===== config.mk =====
export PLATFORM = sky130hd
export DESIGN_NAME = servo_bus_packet_transceiver
export DESIGN_NICKNAME = d
export VERILOG_FILES = /design/src/hw/rtl/sbpt_pkg.sv /design/src/hw/rtl/sbpt_in_stage.sv /design/src/hw/rtl/sbpt_engine.sv /design/src/hw/rtl/sbpt_out_stage.sv /design/src/hw/rtl/servo_bus_packet_transceiver.sv
export VERILOG_INCLUDE_DIRS = /design/src /design/src/hw/rtl
export SDC_FILE = /design/constraint.sdc
export NUM_CORES = 1
export LEC_CHECK = 0
export BUFFER_PORTS_ARGS = -buffer_cell sky130_fd_sc_hd__buf_4
export CAP_MARGIN = 20
export CORE_ASPECT_RATIO = 1.4
export CORE_MARGIN = 3
export CORE_UTILIZATION = 46
export CTS_BUF_LIST = sky130_fd_sc_hd__clkbuf_8
export DETAILED_ROUTE_END_ITERATION = 16
export MAX_ROUTING_LAYER = met4
export PLACE_DENSITY = 0.73
export SLEW_MARGIN = 20
export SYNTH_ARGS = -nofsm -noshare
export SYNTH_HDL_FRONTEND = slang
export SYNTH_HIERARCHICAL = 1
export SYNTH_SLANG_ARGS = --single-unit

===== constraint.sdc =====
create_clock -name clk -period 4.8 [get_ports clk]
set_input_delay 0.48 -clock clk [delete_from_list [all_inputs] [get_ports clk]]
set_output_delay 0.48 -clock clk [all_outputs]
set_load 0.02 [all_outputs]

===== src/hw/rtl/servo_bus_packet_transceiver_defines.svh =====
// Assertion macros shared by the RTL of the servo bus packet transceiver.
// Each macro expects signals named clk and rst_n in the scope of use.
`ifndef SERVO_BUS_PACKET_TRANSCEIVER_DEFINES_SVH
`define SERVO_BUS_PACKET_TRANSCEIVER_DEFINES_SVH

// The consequent must hold in the same cycle as the antecedent.
`define SBPT_ASSERT_SAME(label, ante, cons, msg) \
    label: assert property (@(posedge clk) disable iff (!rst_n) (ante) |-> (cons)) \
        else $error(msg);

// The consequent must hold in the cycle after the antecedent.
`define SBPT_ASSERT_NEXT(label, ante, cons, msg) \
    label: assert property (@(posedge clk) disable iff (!rst_n) (ante) |=> (cons)) \
        else $error(msg);

`endif


===== src/hw/rtl/sbpt_pkg.sv =====
package sbpt_pkg;

    localparam logic [1:0] OP_START   = 2'd0;
    localparam logic [1:0] OP_PARAM   = 2'd1;
    localparam logic [1:0] OP_RX      = 2'd2;
    localparam logic [1:0] OP_TIMEOUT = 2'd3;

    localparam logic [1:0] KIND_TX       = 2'd0;
    localparam logic [1:0] KIND_RX_PARAM = 2'd1;
    localparam logic [1:0] KIND_STATUS   = 2'd2;

    localparam logic [3:0] RSN_NONE     = 4'd0;
    localparam logic [3:0] RSN_TOO_MANY = 4'd1;
    localparam logic [3:0] RSN_HEADER   = 4'd2;
    localparam logic [3:0] RSN_ID       = 4'd3;
    localparam logic [3:0] RSN_TYPE     = 4'd4;
    localparam logic [3:0] RSN_SERVO    = 4'd5;
    localparam logic [3:0] RSN_LENGTH   = 4'd6;
    localparam logic [3:0] RSN_CRC      = 4'd7;
    localparam logic [3:0] RSN_TIMEOUT  = 4'd8;

    localparam logic [1:0] PH_IDLE = 2'd0;
    localparam logic [1:0] PH_TX   = 2'd1;
    localparam logic [1:0] PH_RX   = 2'd2;

    localparam logic [7:0]  STATUS_TYPE = 8'h55;
    localparam logic [7:0]  ERR_MASK    = 8'h7F;
    localparam logic [15:0] CRC_POLY    = 16'h8005;

    typedef struct packed {
        logic [1:0] op;
        logic [7:0] dest_id;
        logic [7:0] instruction;
        logic [7:0] param_count;
        logic [7:0] data_byte;
    } item_t;

    typedef struct packed {
        logic [1:0] kind;
        logic [7:0] out_byte;
        logic       status;
        logic [3:0] reason;
        logic [7:0] reply_params;
        logic       last;
    } result_t;

    // Packet header FF FF FD 00.
    function automatic logic [7:0] hdr_byte(input logic [1:0] idx);
        logic [7:0] b;
        case (idx)
            2'd0:    b = 8'hFF;
            2'd1:    b = 8'hFF;
            2'd2:    b = 8'hFD;
            default: b = 8'h00;
        endcase
        return b;
    endfunction

    // CRC-16, polynomial 0x8005, MSB first, one byte folded in.
    function automatic logic [15:0] crc_byte(input logic [15:0] crc, input logic [7:0] b);
        logic [15:0] c;
        c = crc ^ {b, 8'h00};
        for (int i = 0; i < 8; i++)
        begin
            if (c[15])
            begin
                c = {c[14:0], 1'b0} ^ CRC_POLY;
            end
            else
            begin
                c = {c[14:0], 1'b0};
            end
        end
        return c;
    endfunction

endpackage


===== src/hw/rtl/sbpt_in_stage.sv =====
module sbpt_in_stage
(
    input  logic               clk,
    input  logic               rst_n,
    input  logic               valid,
    output logic               stall,
    input  logic [1:0]         op,
    input  logic [7:0]         dest_id,
    input  logic [7:0]         instruction,
    input  logic [7:0]         param_count,
    input  logic [7:0]         data_byte,
    input  logic               release_item,
    output logic               item_valid,
    output sbpt_pkg::item_t    item
);
    import sbpt_pkg::*;

    logic  item_valid_reg;
    item_t item_reg;
    logic  accept;

    // A held item blocks the channel until its final step is taken.
    assign stall  = item_valid_reg & ~release_item;
    assign accept = valid & ~stall;

    always_ff @(posedge clk or negedge rst_n)
    begin
        if (!rst_n)
        begin
            item_valid_reg <= 1'b0;
        end
        else if (accept)
        begin
            item_valid_reg <= 1'b1;
        end
        else if (release_item)
        begin
            item_valid_reg <= 1'b0;
        end
    end

    always_ff @(posedge clk)
    begin
        if (accept)
        begin
            item_reg <= '{op: op, dest_id: dest_id, instruction: instruction,
                          param_count: param_count, data_byte: data_byte};
        end
    end

    assign item_valid = item_valid_reg;
    assign item       = item_reg;

endmodule


===== src/hw/rtl/sbpt_engine.sv =====
module sbpt_engine
#(
    parameter int MAX_TX_PARAMS  = 10,
    parameter int RX_FRAME_BYTES = 20
)
(
    input  logic              clk,
    input  logic              rst_n,
    input  logic              item_valid,
    input  sbpt_pkg::item_t   item,
    input  logic              advance,
    output logic              item_done,
    output logic              res_load,
    output sbpt_pkg::result_t res
);
    import sbpt_pkg::*;

    localparam logic [7:0]  MAX_CNT     = 8'(MAX_TX_PARAMS);
    localparam logic [16:0] FRAME_LIMIT = 17'(RX_FRAME_BYTES);

    logic [1:0]  phase_reg, phase_next;
    logic [15:0] crc_reg, crc_next;
    logic [7:0]  exp_id_reg, exp_id_next;
    logic [7:0]  tx_left_reg, tx_left_next;
    logic [7:0]  rx_pos_reg, rx_pos_next;
    logic [15:0] rx_len_reg, rx_len_next;
    logic [7:0]  rx_crc_low_reg, rx_crc_low_next;
    logic [3:0]  step_reg, step_next;

    logic        fire;
    logic        step_last;
    logic        emit_crc_lo;
    logic        emit_crc_hi;
    logic        fin;
    logic [3:0]  fin_rsn;
    logic [7:0]  fin_rp;
    logic [8:0]  tx_len;
    logic [7:0]  tx_b;
    logic [16:0] len_ext;
    logic [16:0] pos_ext;
    logic [15:0] rx_got;

    assign fire      = item_valid & advance;
    assign item_done = fire & step_last;

    always_comb
    begin
        phase_next      = phase_reg;
        crc_next        = crc_reg;
        exp_id_next     = exp_id_reg;
        tx_left_next    = tx_left_reg;
        rx_pos_next     = rx_pos_reg;
        rx_len_next     = rx_len_reg;
        rx_crc_low_next = rx_crc_low_reg;
        res_load        = 1'b0;
        res             = '0;
        step_last       = 1'b1;
        emit_crc_lo     = 1'b0;
        emit_crc_hi     = 1'b0;
        fin             = 1'b0;
        fin_rsn         = RSN_NONE;
        fin_rp          = 8'd0;
        tx_len          = {1'b0, item.param_count} + 9'd3;
        tx_b            = 8'd0;
        len_ext         = {1'b0, rx_len_reg};
        pos_ext         = {9'd0, rx_pos_reg};
        rx_got          = {item.data_byte, rx_crc_low_reg};

        case (item.op)
            OP_START:
            begin
                if (item.param_count > MAX_CNT)
                begin
                    fin     = 1'b1;
                    fin_rsn = RSN_TOO_MANY;
                end
                else if (step_reg < 4'd8)
                begin
                    case (step_reg[2:0])
                        3'd4:    tx_b = item.dest_id;
                        3'd5:    tx_b = tx_len[7:0];
                        3'd6:    tx_b = {7'd0, tx_len[8]};
                        3'd7:    tx_b = item.instruction;
                        default: tx_b = hdr_byte(step_reg[1:0]);
                    endcase
                    res_load     = 1'b1;
                    res.kind     = KIND_TX;
                    res.out_byte = tx_b;
                    // The CRC restarts with the first header byte.
                    crc_next = crc_byte((step_reg == 4'd0) ? 16'd0 : crc_reg, tx_b);
                    if (step_reg == 4'd0)
                    begin
                        exp_id_next  = item.dest_id;
                        tx_left_next = item.param_count;
                    end
                    if (step_reg == 4'd7 && item.param_count != 8'd0)
                    begin
                        phase_next = PH_TX;
                    end
                    else
                    begin
                        step_last = 1'b0;
                    end
                end
                else if (step_reg == 4'd8)
                begin
                    emit_crc_lo = 1'b1;
                end
                else
                begin
                    emit_crc_hi = 1'b1;
                end
            end
            OP_PARAM:
            begin
                if (phase_reg == PH_TX)
                begin
                    if (step_reg == 4'd0)
                    begin
                        res_load     = 1'b1;
                        res.kind     = KIND_TX;
                        res.out_byte = item.data_byte;
                        crc_next     = crc_byte(crc_reg, item.data_byte);
                        tx_left_next = tx_left_reg - 8'd1;
                        step_last    = (tx_left_reg != 8'd1);
                    end
                    else if (step_reg == 4'd1)
                    begin
                        emit_crc_lo = 1'b1;
                    end
                    else
                    begin
                        emit_crc_hi = 1'b1;
                    end
                end
            end
            OP_RX:
            begin
                if (phase_reg == PH_RX)
                begin
                    if (rx_pos_reg < 8'd4)
                    begin
                        if (item.data_byte != hdr_byte(rx_pos_reg[1:0]))
                        begin
                            fin     = 1'b1;
                            fin_rsn = RSN_HEADER;
                        end
                    end
                    else if (rx_pos_reg == 8'd4)
                    begin
                        if (item.data_byte != exp_id_reg)
                        begin
                            fin     = 1'b1;
                            fin_rsn = RSN_ID;
                        end
                    end
                    else if (rx_pos_reg == 8'd5)
                    begin
                        rx_len_next = {8'd0, item.data_byte};
                    end
                    else if (rx_pos_reg == 8'd6)
                    begin
                        rx_len_next = {item.data_byte, rx_len_reg[7:0]};
                    end
                    else if (rx_pos_reg == 8'd7)
                    begin
                        if (item.data_byte != STATUS_TYPE)
                        begin
                            fin     = 1'b1;
                            fin_rsn = RSN_TYPE;
                        end
                    end
                    else if (rx_pos_reg == 8'd8)
                    begin
                        // Bit 7 of the error byte is the alert flag and is ignored.
                        if ((item.data_byte & ERR_MASK) != 8'd0)
                        begin
                            fin     = 1'b1;
                            fin_rsn = RSN_SERVO;
                        end
                        else if (rx_len_reg < 16'd4 || len_ext + 17'd7 > FRAME_LIMIT)
                        begin
                            fin     = 1'b1;
                            fin_rsn = RSN_LENGTH;
                        end
                    end
                    else if (pos_ext <= len_ext + 17'd4)
                    begin
                        res_load     = 1'b1;
                        res.kind     = KIND_RX_PARAM;
                        res.out_byte = item.data_byte;
                    end
                    else if (pos_ext == len_ext + 17'd5)
                    begin
                        rx_crc_low_next = item.data_byte;
                    end
                    else
                    begin
                        fin = 1'b1;
                        if (rx_got != crc_reg)
                        begin
                            fin_rsn = RSN_CRC;
                        end
                        else
                        begin
                            fin_rp = rx_len_reg[7:0] - 8'd4;
                        end
                    end

                    // Every byte up to the CRC itself advances the position;
                    // all but the CRC low byte also go into the CRC.
                    if (!fin)
                    begin
                        rx_pos_next = rx_pos_reg + 8'd1;
                        if (!(rx_pos_reg > 8'd8 && pos_ext == len_ext + 17'd5))
                        begin
                            crc_next = crc_byte(crc_reg, item.data_byte);
                        end
                    end
                end
            end
            default:
            begin
                if (phase_reg != PH_IDLE)
                begin
                    fin     = 1'b1;
                    fin_rsn = RSN_TIMEOUT;
                end
            end
        endcase

        if (emit_crc_lo)
        begin
            res_load     = 1'b1;
            res.kind     = KIND_TX;
            res.out_byte = crc_reg[7:0];
            step_last    = 1'b0;
        end

        if (emit_crc_hi)
        begin
            res_load        = 1'b1;
            res.kind        = KIND_TX;
            res.out_byte    = crc_reg[15:8];
            phase_next      = PH_RX;
            crc_next        = 16'd0;
            rx_pos_next     = 8'd0;
            rx_len_next     = 16'd0;
            rx_crc_low_next = 8'd0;
        end

        if (fin)
        begin
            res_load         = 1'b1;
            res.kind         = KIND_STATUS;
            res.status       = (fin_rsn != RSN_NONE);
            res.reason       = fin_rsn;
            res.reply_params = fin_rp;
            phase_next       = PH_IDLE;
        end

        // The item register keeps its last contents after release, so a
        // result only counts while an item is actually held.
        res_load  = res_load & item_valid;
        res.last  = step_last;
        step_next = step_last ? 4'd0 : step_reg + 4'd1;
    end

    always_ff @(posedge clk or negedge rst_n)
    begin
        if (!rst_n)
        begin
            phase_reg      <= PH_IDLE;
            crc_reg        <= 16'd0;
            exp_id_reg     <= 8'd0;
            tx_left_reg    <= 8'd0;
            rx_pos_reg     <= 8'd0;
            rx_len_reg     <= 16'd0;
            rx_crc_low_reg <= 8'd0;
            step_reg       <= 4'd0;
        end
        else if (fire)
        begin
            phase_reg      <= phase_next;
            crc_reg        <= crc_next;
            exp_id_reg     <= exp_id_next;
            tx_left_reg    <= tx_left_next;
            rx_pos_reg     <= rx_pos_next;
            rx_len_reg     <= rx_len_next;
            rx_crc_low_reg <= rx_crc_low_next;
            step_reg       <= step_next;
        end
    end

endmodule


===== src/hw/rtl/sbpt_out_stage.sv =====
module sbpt_out_stage
(
    input  logic              clk,
    input  logic              rst_n,
    input  logic              res_load,
    input  sbpt_pkg::result_t res,
    output logic              advance,
    output logic              valid,
    input  logic              stall,
    output logic [1:0]        kind,
    output logic [7:0]        out_byte,
    output logic              status,
    output logic [3:0]        reason,
    output logic [7:0]        reply_params,
    output logic              last
);
    import sbpt_pkg::*;

    logic    res_valid_reg;
    result_t res_reg;

    // The register can take a new result when it is empty or the current one leaves.
    assign advance = ~res_valid_reg | ~stall;

    always_ff @(posedge clk or negedge rst_n)
    begin
        if (!rst_n)
        begin
            res_valid_reg <= 1'b0;
        end
        else if (advance)
        begin
            res_valid_reg <= res_load;
        end
    end

    always_ff @(posedge clk)
    begin
        if (advance && res_load)
        begin
            res_reg <= res;
        end
    end

    assign valid        = res_valid_reg;
    assign kind         = res_reg.kind;
    assign out_byte     = res_reg.out_byte;
    assign status       = res_reg.status;
    assign reason       = res_reg.reason;
    assign reply_params = res_reg.reply_params;
    assign last         = res_reg.last;

endmodule


===== src/hw/rtl/servo_bus_packet_transceiver.sv =====
// Servo bus packet transceiver: frames a protocol-2.0 command packet and
// checks the status packet that comes back.
// Command channel (cmd_valid/cmd_stall): op 0 starts a packet, op 1 gives a
// command parameter byte, op 2 gives a received bus byte, op 3 a timeout.
// Result channel (res_valid/res_stall): one result per transaction, with
// last set on the final result caused by an input item.
// The first result of an item is formed from it and registered. Throughput:
// one result per cycle while res_stall does not hold a result; items that
// give zero or one result are taken every cycle on those terms. A start item
// holds the engine for its header, ID, length and instruction bytes, and for
// the CRC bytes too when it has no parameters; the final parameter item for
// its byte and the CRC bytes. cmd_stall stays high until the last step.
// Reset clears the block to idle with a zero CRC; no packet is in progress.
// While res_stall holds a valid result, the result register keeps it, the
// engine does not advance, and a pending item keeps cmd_stall high.
module servo_bus_packet_transceiver
#(
    parameter int MAX_TX_PARAMS  = 10,
    parameter int RX_FRAME_BYTES = 20
)
(
    input  logic       clk,
    input  logic       rst_n,
    input  logic       cmd_valid,
    output logic       cmd_stall,
    input  logic [1:0] op,
    input  logic [7:0] dest_id,
    input  logic [7:0] instruction,
    input  logic [7:0] param_count,
    input  logic [7:0] data_byte,
    output logic       res_valid,
    input  logic       res_stall,
    output logic [1:0] kind,
    output logic [7:0] out_byte,
    output logic       status,
    output logic [3:0] reason,
    output logic [7:0] reply_params,
    output logic       last
);
    import sbpt_pkg::*;

    `include "servo_bus_packet_transceiver_defines.svh"

    logic    item_valid;
    item_t   item;
    logic    item_done;
    logic    advance;
    logic    res_load;
    result_t res;

    sbpt_in_stage u_in_stage
    (
        .clk          (clk),
        .rst_n        (rst_n),
        .valid        (cmd_valid),
        .stall        (cmd_stall),
        .op           (op),
        .dest_id      (dest_id),
        .instruction  (instruction),
        .param_count  (param_count),
        .data_byte    (data_byte),
        .release_item (item_done),
        .item_valid   (item_valid),
        .item         (item)
    );

    sbpt_engine
    #(
        .MAX_TX_PARAMS  (MAX_TX_PARAMS),
        .RX_FRAME_BYTES (RX_FRAME_BYTES)
    )
    u_engine
    (
        .clk        (clk),
        .rst_n      (rst_n),
        .item_valid (item_valid),
        .item       (item),
        .advance    (advance),
        .item_done  (item_done),
        .res_load   (res_load),
        .res        (res)
    );

    sbpt_out_stage u_out_stage
    (
        .clk          (clk),
        .rst_n        (rst_n),
        .res_load     (res_load),
        .res          (res),
        .advance      (advance),
        .valid        (res_valid),
        .stall        (res_stall),
        .kind         (kind),
        .out_byte     (out_byte),
        .status       (status),
        .reason       (reason),
        .reply_params (reply_params),
        .last         (last)
    );

    `SBPT_ASSERT_SAME(a_status_is_last, res_valid && kind == KIND_STATUS, last, "status not last")
    `SBPT_ASSERT_SAME(a_status_matches_reason, res_valid && kind == KIND_STATUS,
                      status == (reason != RSN_NONE), "status flag disagrees with reason")
    `SBPT_ASSERT_SAME(a_reply_count_on_ok, res_valid && reply_params != 8'd0,
                      kind == KIND_STATUS && !status, "reply count outside ok status")
    `SBPT_ASSERT_NEXT(a_stall_holds_item, item_valid && res_valid && res_stall,
                      item_valid && $stable(item), "pending item lost under stall")

endmodule


### After elaboration in Yosys (flattened, before gate mapping)

Index checks and enable logic that the tools add are counted.

* register bits after elaboration: 130
* latch bits: 0
* memory bits (writable): 0
* memory bits (read-only): 0
* input bits: 38
* output and inout bits: 26
* logic and storage cells: 397
* memories kept: 0

* add/subtract/negate cells: 8
* multiply operators: 0
* div/mod/pow operators: 0
* $lt $le $gt $ge: 7
* equal/unequal tests: 47
* shift operators: 0
* multiplexer cells: 238
* bitwise logic cells: 39
* reduce and logical (&&, ||, !) cells: 35

Operator list (number)
* 2-to-1 mux 16 bit: 109
* 2-to-1 mux 8 bit: 28
* 2-to-1 mux 10 bit: 11
* inverter 3 bit: 23
* 2-to-1 mux 1 bit: 54
* adder 16 x 3 -> 17 bit, second input constant: 3
* 2-to-1 mux 4 bit: 12
* one-hot mux 16 bit (3 select lines): 1
* one-hot mux 8 bit (2 select lines): 3
* equality test 8 x 3 -> 1 bit, second input constant: 4
* one-hot mux 8 bit (4 select lines): 1
* XOR 16 bit: 2
* one-hot mux 10 bit (3 select lines): 1
* inequality test 2 x 1 -> 1 bit, second input constant: 12
* equality test 8 x 17 -> 1 bit: 1
* > comparator 17 x 5 -> 1 bit, second input constant: 1
* <= comparator 8 x 17 -> 1 bit: 1
* > comparator 8 x 4 -> 1 bit, second input constant: 2
* < comparator 16 x 3 -> 1 bit, second input constant: 1
* 2-to-1 mux 2 bit: 8
* inequality test 16 bit: 1
* inequality test 8 bit: 2
* nonzero test 8 bit: 2
* inequality test 3 x 1 -> 1 bit, second input constant: 5
* 42 further kinds: 86

### Longest topological paths before layout

* word-level depth: 59
* mapped depth: 16
* depth with buffers taken out: 15

### Cells and area by module

Netlist, hierarchy kept.

Modules (own cells, without submodules)
* sbpt_engine: instances 1, cells each 844, area each 6645.1 µm², seq. area each 1751.7 µm²
* sbpt_in_stage: instances 1, cells each 39, area each 1078.5 µm², seq. area each 1046.0 µm²
* sbpt_out_stage: instances 1, cells each 28, area each 768.2 µm², seq. area each 745.7 µm²

### Worst setup path before layout

OpenSTA, ideal clock, no wires.

* path kind: register to register
* start: reg u_engine.rx_len_reg[4]
* end: reg u_out_stage.res_reg, in the netlist u_out_stage/kind[0] (enable)
* setup time: 0.389 ns
* data arrival time: 3.974 ns
* required time: 4.411 ns
* path slack: 0.438 ns
* stages on the path, launching flop included: 16
* path buffers: 2
* clock period less this slack: 4.362 ns
* cell sequence: dfrtp_1 -> buf_2 -> buf_1 -> nand3_1 -> xor2_1 -> ha_1 -> o21a_1 -> o21ai_0 -> a221oi_1 -> o2111ai_1 -> or4_4 -> o21ba_1 -> o21ba_2 -> o221ai_2 -> o41a_1 -> a21boi_2

* longest elaborated chain between the ends: 18
* elaborated cells between the ends (all ways): 36
* those cells by class: 3 x add/sub; 3 x order compare; 1 x eq/ne; 26 x mux; 1 x bitwise; 2 x reduce/logical

RTL lines
* start: declaration: RTL line sbpt_engine.sv:26 `logic [15:0] rx_len_reg, rx_len_next;`
* start signal: assignment: RTL line sbpt_engine.sv:289 `rx_len_reg <= rx_len_next;`
* adder 16 x 3 -> 17 bit: RTL line sbpt_engine.sv:181 `else if (rx_len_reg < 16'd4 || len_ext + 17'd7 > FRAME_LIMIT)`
* > comparator 17 x 5 -> 1 bit: RTL line sbpt_engine.sv:181
* logical OR 1 bit: RTL line sbpt_engine.sv:181
* 2-to-1 mux 1 bit: RTL line sbpt_engine.sv:181
* 2-to-1 mux 1 bit: RTL line sbpt_engine.sv:176 `if ((item.data_byte & ERR_MASK) != 8'd0)`
* 2-to-1 mux 1 bit *: RTL line sbpt_engine.sv:173 `else if (rx_pos_reg == 8'd8)`
* 2-to-1 mux 1 bit *: RTL line sbpt_engine.sv:165 `else if (rx_pos_reg == 8'd7)`
* 2-to-1 mux 1 bit *: RTL line sbpt_engine.sv:161 `else if (rx_pos_reg == 8'd6)`
* (+4 left out)
* 2-to-1 mux 1 bit *: RTL line sbpt_engine.sv:69 `case (item.op)`
* 2-to-1 mux 1 bit *: RTL line sbpt_engine.sv:139 `if (phase_reg == PH_RX)`
* one-hot mux 1 bit (3 select lines) *: RTL line sbpt_engine.sv:69
* via u_engine.fin: RTL line sbpt_engine.sv:34 `logic fin;`
* 2-to-1 mux 1 bit *: RTL line sbpt_engine.sv:252 `if (fin)`
* AND 1 bit *: RTL line sbpt_engine.sv:264 `res_load = res_load & item_valid;`
* via res_load: RTL line servo_bus_packet_transceiver.sv:48 `logic res_load;`
* logical AND 1 bit *: RTL line sbpt_out_stage.sv:39 `if (advance && res_load)`
* end signal: assignment: RTL line sbpt_out_stage.sv:41 `res_reg <= res;`
* end: declaration: RTL line sbpt_out_stage.sv:20 `result_t res_reg;`

Mark *: on every way through the listed nets, which the timed path passes. The rest lies on a longest branch. The select of a mux whose other input is x is not followed.
A chain may end at the register's enable or synchronous reset.

### Final worst setup path

* start: reg u_engine.rx_len_reg[5]
* end: reg u_out_stage.res_reg, in the netlist u_out_stage/reason[2] (enable)

* longest elaborated chain between the ends: 18
* elaborated cells between the ends (all ways): 36
* those cells by class: 3 x add/sub; 3 x order compare; 1 x eq/ne; 26 x mux; 1 x bitwise; 2 x reduce/logical

RTL lines (RTL line)
* adder 16 x 3 -> 17 bit: sbpt_engine.sv:181
* > comparator 17 x 5 -> 1 bit: sbpt_engine.sv:181
* logical OR 1 bit: sbpt_engine.sv:181
* 2-to-1 mux 1 bit: sbpt_engine.sv:181
* 2-to-1 mux 1 bit: sbpt_engine.sv:176
* 2-to-1 mux 1 bit: sbpt_engine.sv:173
* 2-to-1 mux 1 bit: sbpt_engine.sv:165
* 2-to-1 mux 1 bit: sbpt_engine.sv:161
* (+3 left out)
* 2-to-1 mux 1 bit: sbpt_engine.sv:139
* 2-to-1 mux 1 bit: sbpt_engine.sv:69
* 2-to-1 mux 1 bit: sbpt_engine.sv:139
* one-hot mux 1 bit (3 select lines): sbpt_engine.sv:69
* 2-to-1 mux 1 bit *: sbpt_engine.sv:252
* AND 1 bit *: sbpt_engine.sv:264
* via res_load: servo_bus_packet_transceiver.sv:48
* logical AND 1 bit *: sbpt_out_stage.sv:39

Marks and branches as above.

==> reports/results.ini <==
[yosys]
syn_avg_cell_area_um2 = 9.322
syn_inst = 911
yosysWarningCount = 6
synth_top_cell_area_share_pct = 21.22
synth_flop_cell = dfrtp_1
ys_ff_latch = 130
yosysTopAreaCell = dfrtp_1
yosysUniqueCellTypes = 80
synth_area_mm2 = 0.008492
async_flop_share_pct = 55.38
ys_seq_area_share_pct = 41.73
synth.area.top_cells = dfrtp_1, edfxtp_1, xnor2_1
synth_edf_count = 58
synthesis.nets = 983

[worst_setup_path]
path_class = reg2reg
reg2regPathDepth = 14
max_stage_delay_ns = 0.68
path_buf_inv = 1
crit_family = compound AO/OA/AOI/OAI gates
worstSetupStartpoint = u_engine/rx_len_reg[5]
cp_data_arrival_time_ns = 4.39
critPathMaxFanout = 24
rr_startpoint = u_engine/rx_len_reg[5]
cp-start-kind = flop
cp_num_cells = 14
worstPathCellList = nand3_2 -> nor2_1 -> xnor2_1 -> ha_1 -> o21ai_0 -> a221oi_1 -> o2111ai_1 -> or4_4 -> o21ba_1 -> o21ba_2 -> o221ai_2 -> o41a_1 -> a21boi_2 -> buf_4
slowest_stage = dfrtp_1
end_kind = flop
crit_required_ns = 4.92

[die]
io_pins = 64
core_area_mm2 = 0.01807
start_util_pct = 46.99
die_w_um = 120.8
num_rows = 58
die_h_um = 166.8
die_area_mm2 = 0.02015

[timing]
period_share_pct = 88.87
relSlewSlack_pct = 37.25
rsz0062_at_grt = no
layout_min_cycle_time_ns = 4.266
hold_viol_final = 0
setup_violations = 0
skew_ns = 0.01673
timing.final.max_slew_violations = 0
fmax_mhz = 234.4
tightest_slew_ns = 0.9413
setup-tns-final_ns = 0

[clock_network]
ctsResizeCount = 0
clk_pin_slew_ns = 0.07
cts_root_buffer = clkbuf_8
clk_path_buf_depth = 2
clock_sinks = 130
cts_tree = done
clk_latency_ns = 0.47
cts_buffers = 17
holdBufCountCts = 0
post_cts_buffers = 0
htree_levels = 4

[global_routing]
grt_max_degree = 73
grt_overflow = 0
grt_pass1_wl_um = 35000
antenna_found_initial = 0
grt_pass1_vias = 6876
track_usage_pct = 22.66

[cells_and_area]
final_common_cell = nand2_1
n_fill_cell = 1651
drive_gt1_share_pct = 15.80
layout_common_cells = nand2_1, nor2_1, buf_4
nets = 1021
diodes = 0
largest_reg_flops = 34
multi_input_area_mm2 = 0.004512
area_growth_pct = 11.89
seq_area_mm2 = 0.003543

[placement]
gp_congestion = 0.9958
hpwl_um = 16470
numPortBuffers = 63

[drt]
vias = 7126
wirelength_um = 21990
wire_per_inst_um = 18.29
drt-initial-drc-count = 494
via_per_inst = 5.928
ant_nets = 0
route.detailed.drc = 0
drt_pre_antenna_iters = 5

[power_and_ir_drop]
finalPower_mw = 3.699
ir_drop_mv = 0.2529
power_density_mw_per_mm2 = 389.3
leakage_nw = 3.816

[worst_hold_path]
hold_class = in2async

[flow_run]
drv_cap = 0

[run_status]
outcome = complete, no violations

Yosys cell counts (5+ instances only):
| library cell | number |
|---|---|
| a211oi_1 | 5 |
| a21oi_1 | 33 |
| a221oi_1 | 9 |
| a22o_1 | 11 |
| and2_1 | 8 |
| buf_2 | 16 |
| buf_4 | 6 |
| clkbuf_1 | 36 |
| dfrtp_1 | 72 |
| edfxtp_1 | 58 |
| ha_1 | 34 |
| inv_1 | 47 |
| mux2_2 | 12 |
| mux2i_1 | 6 |
| nand2_1 | 82 |
| nand3_1 | 33 |
| nand4_1 | 19 |
| nor2_1 | 81 |
| nor3_1 | 29 |
| nor4_1 | 9 |
| nor4b_1 | 5 |
| o211ai_1 | 7 |
| o21a_1 | 6 |
| o21ai_0 | 62 |
| o21ai_1 | 12 |
| o2bb2ai_1 | 6 |
| o31ai_1 | 11 |
| or3_1 | 13 |
| xnor2_1 | 60 |
| xor2_1 | 28 |
area by class of cell:
type,count,share of cell area [%]
Tap cell,240,3.160
Clock buffer,20,2.897
Sequential cell,130,37.29
Multi-Input combinational cell,675,47.48
Clock inverter,12,1.146
Inverter,47,1.857
Timing Repair Buffer,78,6.163
where the power goes:
part / switching [mW] / internal (mW) / leakage (nW)
registers: 0.247 / 1.37 / 1.43
clock network: 0.442 / 0.448 / 0.184
logic: 0.662 / 0.531 / 2.20
cell families (layout without fill, tap and decap cells):
group	Yosys count	in the layout	share of synthesized area (%)
simple gates	320	320	19.02
compound gates	213	213	17.22
flops	130	130	41.73
buf+inv	106	157	5.186
xor+xnor	90	90	9.533
fa+ha+maj	34	34	5.010
mux	18	18	2.299
through the flow:
stage	util [%]	setup WS, ns	hold WS (ns)	instance area, um^2	cells
6_report	52.58	0.5340	0.1563	9502	1202
5_1_grt	52.58	0.3081	0.1692	9502	1202
4_1_cts	52.58	0.5719	0.1659	9502	1202
3_5_place_dp	50.46	0.6009	0.5077	9117	1170
3_3_place_gp	50.46	0.6378	0.5054	9117	1170
2_1_floorplan	-	0.4376	0.1844	8492	911
per-layer routing:
| layer | GRT usage, % | share of wire [%] | routed length (um) |
|---|---|---|---|
| met5 | - | 0 | 0 |
| met4 | 15.14 | 6.8 | 1500 |
| met3 | 3.601 | 4.9 | 1080 |
| met2 | 38.82 | 51 | 11260 |
| met1 | 23.66 | 37 | 8149 |
final timing paths:
path	end	slack (ns)
min	u_engine/rx_pos_reg[2]	0.16
min reg2reg	u_engine/exp_id_reg[3]	0.53
max	u_out_stage/reason[2]	0.53
min in group clk	u_in_stage/item[9]	0.19
max in group asynchronous	u_engine/rx_len_reg[12]	4.02
max reg2reg	u_out_stage/reason[2]	0.53
(Power assumes the default switching activity.)
